$ cat src/hdl/ihb_pkg.sv
`timescale 1ns / 1ps

package ihb_pkg;

	localparam int HDR_BYTES = 34;
	localparam logic [5:0] LAST_IDX = 6'(HDR_BYTES - 1);

	localparam logic [7:0] CFG_OWN_MAC = 8'd0;
	localparam logic [7:0] CFG_OWN_IP  = 8'd1;

	localparam logic [7:0] ETH_TYPE_HI  = 8'h08;
	localparam logic [7:0] ETH_TYPE_LO  = 8'h00;
	localparam logic [7:0] IP_VER_IHL   = 8'h45;
	localparam logic [7:0] IP_TOS       = 8'h00;
	localparam logic [7:0] IP_FLAGS_DF  = 8'h40;
	localparam logic [7:0] IP_FRAG_LO   = 8'h00;
	localparam logic [7:0] IP_TTL       = 8'h80;
	localparam logic [15:0] IP_LEN_BIAS = 16'd20;

	typedef struct packed {
		logic [47:0] own_mac;
		logic [31:0] own_ip;
	} cfg_regs_t;

	typedef struct packed {
		logic [47:0] dmac;
		logic [31:0] dest_ip;
		logic [7:0]  proto;
		logic [15:0] total;
		logic [15:0] ident;
		logic [15:0] csum;
	} hdr_req_t;

endpackage

$ cat src/hdl/ihb_front.sv
`timescale 1ns / 1ps

module ihb_front import ihb_pkg::*; (
	input  logic        clk,
	input  logic        arst_n,
	input  logic        push,
	output logic        full,
	input  logic [47:0] dest_mac_addr,
	input  logic [31:0] dest_ip_addr,
	input  logic [7:0]  protocol,
	input  logic [15:0] payload_length,
	input  cfg_regs_t   cfg,
	input  logic        q_full,
	output logic        q_push,
	output hdr_req_t    q_data
);

	logic        adv;
	logic        v_s1, v_s2, v_s3;
	logic [15:0] ident_q;
	hdr_req_t    req_s1, req_s2, req_s3;
	logic [17:0] sum_a_s2, sum_b_s2;
	logic [18:0] sum_s3;
	logic [16:0] fold1;
	logic [15:0] fold2;

	assign adv    = !(v_s3 && q_full);
	assign full   = !adv;
	assign q_push = v_s3 && !q_full;

	always_ff @(posedge clk or negedge arst_n) begin
		if (!arst_n) begin
			v_s1    <= 1'b0;
			v_s2    <= 1'b0;
			v_s3    <= 1'b0;
			ident_q <= '0;
		end else if (adv) begin
			v_s1 <= push;
			v_s2 <= v_s1;
			v_s3 <= v_s2;
			if (push) begin
				ident_q <= ident_q + 16'd1;
			end
		end
	end

	always_ff @(posedge clk) begin
		if (adv) begin
			req_s1.dmac    <= dest_mac_addr;
			req_s1.dest_ip <= dest_ip_addr;
			req_s1.proto   <= protocol;
			req_s1.total   <= payload_length + IP_LEN_BIAS;
			req_s1.ident   <= ident_q;
			req_s1.csum    <= '0;

			// header words split in two partial sums; checksum field counts as zero
			req_s2   <= req_s1;
			sum_a_s2 <= 18'({IP_VER_IHL, IP_TOS}) + 18'(req_s1.total)
				+ 18'(req_s1.ident) + 18'({IP_FLAGS_DF, IP_FRAG_LO})
				+ 18'({IP_TTL, req_s1.proto});
			sum_b_s2 <= 18'(cfg.own_ip[31:16]) + 18'(cfg.own_ip[15:0])
				+ 18'(req_s1.dest_ip[31:16]) + 18'(req_s1.dest_ip[15:0]);

			req_s3 <= req_s2;
			sum_s3 <= 19'(sum_a_s2) + 19'(sum_b_s2);
		end
	end

	// end-around carry, two folds are enough for a 19-bit sum
	assign fold1 = 17'(sum_s3[15:0]) + 17'(sum_s3[18:16]);
	assign fold2 = fold1[15:0] + 16'(fold1[16]);

	always_comb begin
		q_data      = req_s3;
		q_data.csum = ~fold2;
	end

endmodule

$ cat src/hdl/ihb_fifo.sv
`timescale 1ns / 1ps

module ihb_fifo import ihb_pkg::*; (
	input  logic     clk,
	input  logic     arst_n,
	input  logic     wr_en,
	input  hdr_req_t wr_data,
	input  logic     rd_en,
	output hdr_req_t rd_data,
	output logic     full,
	output logic     empty
);

	hdr_req_t   mem [2];
	logic       wr_ptr_q, rd_ptr_q;
	logic [1:0] count_q;
	logic       do_wr, do_rd;

	assign full  = (count_q == 2'd2);
	assign empty = (count_q == 2'd0);
	assign do_wr = wr_en && !full;
	assign do_rd = rd_en && !empty;

	always_ff @(posedge clk or negedge arst_n) begin
		if (!arst_n) begin
			wr_ptr_q <= 1'b0;
			rd_ptr_q <= 1'b0;
			count_q  <= '0;
		end else begin
			if (do_wr) begin
				wr_ptr_q <= !wr_ptr_q;
			end
			if (do_rd) begin
				rd_ptr_q <= !rd_ptr_q;
			end
			unique case ({do_wr, do_rd})
				2'b10:   count_q <= count_q + 2'd1;
				2'b01:   count_q <= count_q - 2'd1;
				default: count_q <= count_q;
			endcase
		end
	end

	always_ff @(posedge clk) begin
		if (do_wr) begin
			mem[wr_ptr_q] <= wr_data;
		end
	end

	assign rd_data = mem[rd_ptr_q];

endmodule

$ cat src/hdl/ihb_back.sv
`timescale 1ns / 1ps

module ihb_back import ihb_pkg::*; (
	input  logic        clk,
	input  logic        arst_n,
	input  cfg_regs_t   cfg,
	input  hdr_req_t    req,
	input  logic        q_empty,
	output logic        q_pop,
	input  logic        pop,
	output logic        empty,
	output logic [7:0]  header_byte,
	output logic [5:0]  byte_index,
	output logic        last
);

	logic [5:0] cnt_q;
	logic       take;

	assign empty       = q_empty;
	assign take        = pop && !q_empty;
	assign byte_index  = cnt_q;
	assign last        = (cnt_q == LAST_IDX);
	assign q_pop       = take && last;

	always_ff @(posedge clk or negedge arst_n) begin
		if (!arst_n) begin
			cnt_q <= '0;
		end else if (take) begin
			cnt_q <= last ? 6'd0 : cnt_q + 6'd1;
		end
	end

	always_comb begin
		unique case (cnt_q)
			6'd0:    header_byte = req.dmac[47:40];
			6'd1:    header_byte = req.dmac[39:32];
			6'd2:    header_byte = req.dmac[31:24];
			6'd3:    header_byte = req.dmac[23:16];
			6'd4:    header_byte = req.dmac[15:8];
			6'd5:    header_byte = req.dmac[7:0];
			6'd6:    header_byte = cfg.own_mac[47:40];
			6'd7:    header_byte = cfg.own_mac[39:32];
			6'd8:    header_byte = cfg.own_mac[31:24];
			6'd9:    header_byte = cfg.own_mac[23:16];
			6'd10:   header_byte = cfg.own_mac[15:8];
			6'd11:   header_byte = cfg.own_mac[7:0];
			6'd12:   header_byte = ETH_TYPE_HI;
			6'd13:   header_byte = ETH_TYPE_LO;
			6'd14:   header_byte = IP_VER_IHL;
			6'd15:   header_byte = IP_TOS;
			6'd16:   header_byte = req.total[15:8];
			6'd17:   header_byte = req.total[7:0];
			6'd18:   header_byte = req.ident[15:8];
			6'd19:   header_byte = req.ident[7:0];
			6'd20:   header_byte = IP_FLAGS_DF;
			6'd21:   header_byte = IP_FRAG_LO;
			6'd22:   header_byte = IP_TTL;
			6'd23:   header_byte = req.proto;
			6'd24:   header_byte = req.csum[15:8];
			6'd25:   header_byte = req.csum[7:0];
			6'd26:   header_byte = cfg.own_ip[31:24];
			6'd27:   header_byte = cfg.own_ip[23:16];
			6'd28:   header_byte = cfg.own_ip[15:8];
			6'd29:   header_byte = cfg.own_ip[7:0];
			6'd30:   header_byte = req.dest_ip[31:24];
			6'd31:   header_byte = req.dest_ip[23:16];
			6'd32:   header_byte = req.dest_ip[15:8];
			6'd33:   header_byte = req.dest_ip[7:0];
			default: header_byte = '0;
		endcase
	end

endmodule

$ cat src/hdl/ipv4_eth_header_builder_unit.sv
// Ethernet + IPv4 header builder. Each request pushed in (destination MAC, destination
// IP, protocol, payload length) comes out as 34 header bytes, one word per pop, with
// byte_index 0..33 and last on byte 33. The IPv4 identification starts at 0 after
// reset and steps by one per request. A request passes the checksum pipeline stages
// (held while a finished request waits on a full queue) before it lands in a two-entry
// queue; the first byte can be popped the cycle after it is written there. The byte-wide
// result side limits throughput, with new requests taken while bytes stream out. The user
// must write own_mac and own_ip through cfg_we/cfg_index/cfg_wdata only when no request
// is in flight; the block does not enforce this. Other indexes are ignored.
`timescale 1ns / 1ps

module ipv4_eth_header_builder_unit import ihb_pkg::*; (
	input  logic        clk,
	input  logic        arst_n,
	input  logic        cfg_we,
	input  logic [7:0]  cfg_index,
	input  logic [47:0] cfg_wdata,
	input  logic        push,
	output logic        full,
	input  logic [47:0] dest_mac_addr,
	input  logic [31:0] dest_ip_addr,
	input  logic [7:0]  protocol,
	input  logic [15:0] payload_length,
	input  logic        pop,
	output logic        empty,
	output logic [7:0]  header_byte,
	output logic [5:0]  byte_index,
	output logic        last
);

	cfg_regs_t cfg_q;
	logic      q_push, q_pop, q_full, q_empty;
	hdr_req_t  q_wr_data, q_rd_data;

	always_ff @(posedge clk or negedge arst_n) begin
		if (!arst_n) begin
			cfg_q <= '0;
		end else if (cfg_we) begin
			unique case (cfg_index)
				CFG_OWN_MAC: cfg_q.own_mac <= cfg_wdata;
				CFG_OWN_IP:  cfg_q.own_ip  <= cfg_wdata[31:0];
				default:     cfg_q         <= cfg_q;
			endcase
		end
	end

	ihb_front u_front (
		.clk            (clk),
		.arst_n         (arst_n),
		.push           (push),
		.full           (full),
		.dest_mac_addr  (dest_mac_addr),
		.dest_ip_addr   (dest_ip_addr),
		.protocol       (protocol),
		.payload_length (payload_length),
		.cfg            (cfg_q),
		.q_full         (q_full),
		.q_push         (q_push),
		.q_data         (q_wr_data)
	);

	ihb_fifo u_fifo (
		.clk     (clk),
		.arst_n  (arst_n),
		.wr_en   (q_push),
		.wr_data (q_wr_data),
		.rd_en   (q_pop),
		.rd_data (q_rd_data),
		.full    (q_full),
		.empty   (q_empty)
	);

	ihb_back u_back (
		.clk         (clk),
		.arst_n      (arst_n),
		.cfg         (cfg_q),
		.req         (q_rd_data),
		.q_empty     (q_empty),
		.q_pop       (q_pop),
		.pop         (pop),
		.empty       (empty),
		.header_byte (header_byte),
		.byte_index  (byte_index),
		.last        (last)
	);

	// bytes of one header go out in order with no gaps in the index
	a_index_steps: assert property (@(posedge clk) disable iff (!arst_n)
		(pop && !empty && !last) |=> (byte_index == $past(byte_index) + 6'd1))
		else $error("byte index skipped");

	// a new header always starts at byte zero
	a_index_wraps: assert property (@(posedge clk) disable iff (!arst_n)
		(pop && !empty && last) |=> (byte_index == 6'd0))
		else $error("header did not restart at byte zero");

	// a waiting word is never dropped before it is taken
	a_no_drop: assert property (@(posedge clk) disable iff (!arst_n)
		(!empty && !pop) |=> (!empty && byte_index == $past(byte_index)))
		else $error("waiting word lost");

	// the front never writes into a full queue
	a_no_overflow: assert property (@(posedge clk) disable iff (!arst_n)
		q_push |-> !q_full)
		else $error("queue overflow");

endmodule

$ cat config.mk
export PLATFORM = sky130hd
export DESIGN_NAME = ipv4_eth_header_builder_unit
export DESIGN_NICKNAME = d
export VERILOG_FILES = /design/src/hdl/ihb_pkg.sv /design/src/hdl/ihb_front.sv /design/src/hdl/ihb_fifo.sv /design/src/hdl/ihb_back.sv /design/src/hdl/ipv4_eth_header_builder_unit.sv
export SDC_FILE = /design/constraint.sdc
export NUM_CORES = 1
export LEC_CHECK = 0
export ABC_CLOCK_PERIOD_IN_PS = 20000
export BUFFER_PORTS_ARGS = -buffer_cell sky130_fd_sc_hd__clkbuf_2
export CAP_MARGIN = 10
export CORE_MARGIN = 2
export CORE_UTILIZATION = 40
export DETAILED_ROUTE_END_ITERATION = 10
export GPL_TIMING_DRIVEN = 0
export PLACE_DENSITY = 0.63
export SYNTH_ARGS = -nofsm -noshare
export SYNTH_HDL_FRONTEND = slang
export SYNTH_SLANG_ARGS = --single-unit
$ cat constraint.sdc
create_clock -name clk -period 20 [get_ports clk]
set_input_delay 1 -clock clk [delete_from_list [all_inputs] [get_ports clk]]
set_output_delay 1 -clock clk [all_outputs]
set_load 0.01 [all_outputs]
# Yosys cells after proc, flatten, opt, wreduce, memory -nomap -nowiden

Memories as Yosys holds them, arrays and structs flattened.
Index checks and enable logic that the tools add are counted.

Register bits after elaboration: 524
Memory bits (writable): 272
Bits of input ports: 165
Word-level logic and storage cells: 102
Memories: 1

$add $sub $neg: 15
Eq/ne operators: 34
Multiplexer cells: 5
Bitwise operators: 2
Reduce and logical (&&, ||, !) cells: 17

Memories:

| name       | depth | bits a word | rd ports | clocked after Yosys merged registers in | wr ports | line           | text |
|---|---|---|---|---|---|---|---|
| u_fifo.mem | 2     | 136         | 1        | 0                                       | 1        | ihb_fifo.sv:14 | `hdr_req_t mem [2];` |

Operator list:

| operator                 | number |
|---|---|
| $pmux W8 S31             | 1 |
| $eq A6 B5 Y1 const B     | 15 |
| $add A18 B16 Y18         | 4 |
| $eq A6 B4 Y1 const B     | 6 |
| $eq A6 B3 Y1 const B     | 4 |
| $add A18 B18 Y19         | 1 |
| $add A18 B15 Y18 const B | 1 |
| $add A15 B16 Y17 const A | 1 |
| $add A16 B16 Y17         | 1 |
| $add A16 B3 Y17          | 1 |
| $add A16 B1 Y16          | 1 |
| $add A16 B1 Y16 const B  | 1 |
| $add A16 B5 Y16 const B  | 1 |
| $not A16 Y16             | 1 |
| $eq A6 B2 Y1 const B     | 2 |
| $eq A6 B6 Y1 const B     | 2 |
| $eq A8 B1 Y1 const B     | 1 |
| $logic_not A8 Y1         | 1 |
| $add A6 B1 Y6 const B    | 1 |
| $eq A6 B1 Y1 const B     | 1 |
| $logic_and A1 B1 Y1      | 6 |
| $logic_not A6 Y1         | 1 |
| $mux W6                  | 1 |
| $reduce_and A2 Y1        | 3 |
| 10 further kinds         | 15 |

# Longest topological paths before layout

Depth after elaboration: 7
Depth in mapped cells: 20
Gate-level depth less buffers: 20

# Hierarchy

From an unflattened synthesis, not the netlist that was laid out.

Cells, all modules: 1,973
Area, all modules: 33,078.0 um^2

By module, submodules not included:

| module                       | times used | cells an instance | area an instance (um^2) | sequential area each (um^2) |
|---|---|---|---|---|
| ihb_front                    | 1          | 1,053             | 17,666.9                | 12,937.4 |
| ihb_fifo                     | 1          | 441               | 10,087.2                | 8,267.9 |
| ipv4_eth_header_builder_unit | 1          | 174               | 3,123.0                 | 2,001.9 |
| ihb_back                     | 1          | 305               | 2,200.9                 | 150.1 |

# Worst setup path after synthesis

OpenSTA, ideal clock, no wires.

Kind: register to register
Start point: register u_fifo.count_q[0]
End point: register u_front.ident_q[10]
Arrival time: 13.883 ns
Required time: 19.920 ns
Path slack: 6.037 ns
Cell stages (with the launch flop): 8
Cells stage by stage: dfrtp_1 > nand3b_1 > and2_1 > and3_1 > nand2_1 > nor2_1 > nand3_1 > xnor2_1

Cells in the longest elaborated chain, start to end: 4

Ends and longest elaborated chain:

| what                               | line            | text |
|---|---|---|
| start, declared                    | ihb_fifo.sv:16  | `logic [1:0] count_q;` |
| start signal, assigned             | ihb_fifo.sv:37  | `2'b10: count_q <= count_q + 2'd1;` |
| start signal, assigned             | ihb_fifo.sv:38  | `2'b01: count_q <= count_q - 2'd1;` |
| start signal, assigned             | ihb_fifo.sv:39  | `default: count_q <= count_q;` |
| $eq A2 B2 Y1                       | ihb_fifo.sv:19  | `assign full = (count_q == 2'd2);` |
| $logic_and A1 B1 Y1                | ihb_front.sv:27 | `assign adv = !(v_s3 && q_full);` |
| $not A1 Y1 (no source line)        | -               |  |
| $reduce_and A2 Y1 (no source line) | -               |  |
| end signal, assigned               | ihb_front.sv:42 | `ident_q <= ident_q + 16'd1;` |
| end, declared                      | ihb_front.sv:20 | `logic [15:0] ident_q;` |

No other way between the ends.
A chain may end at the register's enable or synchronous reset.

# Worst setup path in the final report

Start point: register u_fifo.rd_ptr_q
End point: output header_byte[1]

Cells in the longest elaborated chain, start to end: 2

Ends and longest elaborated chain:

| what                   | line                               | text |
|---|---|---|
| start, declared        | ihb_fifo.sv:15                     | `logic wr_ptr_q, rd_ptr_q;` |
| start signal, assigned | ihb_fifo.sv:34                     | `rd_ptr_q <= !rd_ptr_q;` |
| $mem_v2 Z2 W136        | -                                  |  |
| $pmux W8 S31           | ihb_back.sv:35                     | `unique case (cnt_q)` |
| end, declared          | ipv4_eth_header_builder_unit.sv:26 | `output logic [7:0] header_byte,` |

No other way between the ends.

==> results.py <==
metrics = {
    "critical_path": {
        "cp.required_ns": 19.00,
        "crit_path_start_kind": "flip-flop",
        "rrSetupSlack_ns": 14.96,
        "critPathKind": "flip-flop to output pin",
        "cp-end-kind": "output pin",
        "crit_arrival_ns": 4.89,
        "worstPathMaxFanout": 10,
    },
    "synthesis": {
        "async_flop_share_pct": 13.7,
        "synth.top_cells.by_count": "edfxtp_1, dfrtp_1, inv_1",
        "synth_edf_count": 687,
        "synth_area_leaders": "edfxtp_1, dfrtp_1, mux2_2, ha_1, mux2i_1",
        "netlist_area_mm2": 0.0326,
        "synth_nets": 2316,
        "netlist_instances": 2035,
        "yosys.area.top_type": "edfxtp_1",
        "synth-seq-area-share_pct": 71.8,
        "synth.top_cell.area_share_pct": 63.4,
        "ys_ff_latch": 796,
        "ys.flop_type": "edfxtp_1",
        "syn_area_per_cell_um2": 16.0,
        "yosysWarnings": 0,
        "synth_most_common_cell": "edfxtp_1",
        "synth_cell_type_count": 70,
    },
    "timing": {
        "max_freq_mhz": 170,
        "fin_skew_ns": 0.0271,
        "fin_hold_ws_ns": 0.188,
        "worstMarginPinSlew_ns": 1.44,
        "finalHoldViolations": 0,
        "setup_tns_ns": 0,
        "fin_crit_ns": 5.89,
        "rsz0062_at_grt": "false",
        "period_share_pct": 29.4,
        "setup_viol": 0,
        "relSlewSlack_pct": 3.43,
        "finalMaxSlewViolations": 0,
        "layout_setup_ws_ns": 14.11,
    },
    "drt": {
        "dr.pass1.iters": 5,
        "wl_per_cell_um": 25.5,
        "ant_nets": 0,
        "wl_mm": 88.3,
        "viasPerCell": 5.32,
        "via_count": 18400,
        "drc_errors": 0,
        "drtIter0Drc": 1600,
    },
    "place": {
        "place_ws_ns": 14.76,
        "gp_congestion": 0.972,
        "io_buffers": 181,
        "dp_hpwl_mm": 66.6,
    },
    "power_and_ir_drop": {
        "internal_power_mw": 4.36,
        "p_switching_mw": 2.28,
        "power.density_mw_per_mm2": 174,
        "swShare_pct": 34.4,
        "seq_power_share_pct": 46.2,
        "p_leak_nw": 14.7,
        "combinationalPowerShare_pct": 30.3,
        "ir_drop_mv": 0.0775,
        "finalPower_mw": 6.64,
        "clkPwrFrac_pct": 23.5,
    },
    "clocking": {
        "cts.sinks": 796,
        "post_cts_buffers": 0,
        "cts.clk_slew.worst_paths_ns": 0.07,
        "cts_inserted_buffers": 84,
        "cts_root_buffer": "clkbuf_16",
        "htree_levels": 3,
        "clk_path_buf_depth": 3,
        "cts_hold_buf": 0,
        "cts_resized": 0,
        "cts_tree": "built",
        "clk_latency_ns": 0.65,
    },
    "floorplan": {
        "initial_core_util_pct": 40.4,
        "core_mm2": 0.0805,
        "die_w_um": 289,
        "io_pins": 182,
        "fp.dieArea_mm2": 0.0837,
        "fp.dieH_um": 289,
        "rows": 104,
    },
    "global_routing": {
        "grt_usage_pct": 21.0,
        "grt_max_degree": 99,
        "grt_overflow": 0,
        "grt_first_pass_wirelength_mm": 125,
        "first_global_vias": 18500,
        "antenna_found_initial": 1,
    },
    "cells_and_area": {
        "multiInputGateArea_mm2": 0.00864,
        "regArea_mm2": 0.0234,
        "area_growth_pct": 17.4,
        "drive_gt1_share_pct": 19.8,
        "nNetsFinal": 2617,
        "n_fill_cell": 6948,
    },
    "run": {
        "maxCapViolCount": 0,
    },
    "status": {
        "status": "finished clean",
    },
    "min_path": {
        "hold_path.class": "input port to asynchronous set/reset pin",
    },
}
## worst max-delay path, stage by stage, from the launching register on
cell,delay (ns)
dfrtp_1,0.33
buf_2,0.23
buf_2,0.44
buf_2,0.40
buf_1,0.99
clkbuf_1,0.78
nand3_1,0.13
o21ai_0,0.40
nand4_1,0.30
clkbuf_2,0.22
## layer usage
layer  wire length [um]  up-vias  share of wire [%]  GRT usage, %
li1                   -     8406                  -             -
met1              38100     9369                 43          28.0
met2              43000      547                 49          35.1
met3               4450      126                5.0          3.57
met4               2820        0                3.2          6.78
met5                  0        -                  0             0
## sequential cells by signal, indices dropped and copies added, names as in the netlist
register / count
u_front.sum_s3: 19
u_front.sum_a_s2: 18
u_front.v_s1: 1
u_fifo.mem: 272
u_front.v_s3: 1
u_back.byte_index: 6
u_fifo.wr_ptr_q: 1
u_fifo.rd_ptr_q: 1
u_front.req_s1: 120
u_front.req_s2: 120
u_front.q_data: 120
u_front.v_s2: 1
cfg_q: 80
u_front.sum_b_s2: 18
u_fifo.count_q: 2
u_front.ident_q: 16
## placed cells by master, fill, tap and decap left out, types with 9 or more instances in the layout
| cell type | count |
|---|---|
| xnor2_1 | 70 |
| edfxtp_1 | 687 |
| nand3_1 | 36 |
| nor2b_1 | 18 |
| nand2b_1 | 21 |
| a22oi_1 | 30 |
| dfrtp_1 | 109 |
| a221oi_1 | 20 |
| clkbuf_2 | 180 |
| nor4_1 | 10 |
| buf_2 | 18 |
| and3_1 | 20 |
| a21oi_1 | 60 |
| a21o_1 | 16 |
| o21ai_0 | 61 |
| nor3_1 | 22 |
| nand4_1 | 24 |
| ha_1 | 87 |
| buf_8 | 19 |
| o22ai_1 | 31 |
| xor2_1 | 40 |
| mux2i_1 | 92 |
| o21a_1 | 12 |
| o211ai_1 | 9 |
| inv_1 | 108 |
| nor2_1 | 86 |
| mux2_2 | 98 |
| clkinv_2 | 13 |
| clkinv_1 | 12 |
| nand2_1 | 83 |
| clkbuf_16 | 87 |
| fa_1 | 29 |
| clkbuf_1 | 31 |
## worst paths after layout
path | start | endpoint | cells past startpoint
worst max-delay path | u_fifo.rd_ptr_q | header_byte[1] | 9
worst min register to register | u_front.req_s1[103] | u_front.req_s2[103] | 0
min in group clk | u_front.req_s1[103] | u_front.req_s2[103] | 0
max in group asynchronous | arst_n | cfg_q[66] | 2
worst max register to register | cfg_q[0] | u_front.sum_b_s2[16] | 20
worst min-delay path | arst_n | u_front.ident_q[12] | 1
## cells by family (layout without fill, tap and decap cells)
logic type,Yosys count,in the layout,synth area share (%)
xor gates and xnor gates,110,110,2.96
and+or+nand+nor,354,354,5.35
DFF,796,796,71.8
other,0,1,0
muxes,190,190,6.22
AOI/OAI and AO/OA,323,323,6.85
adders and majority gates,116,116,5.13
buffers and inverters,146,518,1.75
## power by group through the flow
stage | clock (mW) | combinational (mW) | sequential, mW
after global routing | 1.66 | 2.19 | 3.13
final | 1.56 | 2.01 | 3.07
after detailed placement | 0 | 2.02 | 3.10
after CTS | 1.59 | 2.03 | 3.08
after floorplan | 0 | 1.22 | 3.17
after global placement | 0 | 1.88 | 3.40
## per-stage QoR
stage | cell area [um^2] | util, % | cells
2_1_floorplan | 32600 | - | 2035
3_3_place_gp | 34800 | 43.2 | 3276
3_5_place_dp | 35400 | 44.0 | 3310
4_1_cts | 38200 | 47.4 | 3467
5_1_grt | 38200 | 47.4 | 3467
6_report | 38200 | 47.4 | 3468
## layout make-up
type,instances,share of cell area (%)
multi-input cells,1093,22.6
well taps,1060,3.47
clock buffers,106,5.94
repair buffers,215,3.94
clock inverters,51,1.40
inverters,108,1.06
plain buffers,38,0.429
diodes,1,0.00655
flip-flops and latches,796,61.1
(Power assumes the default switching activity.)
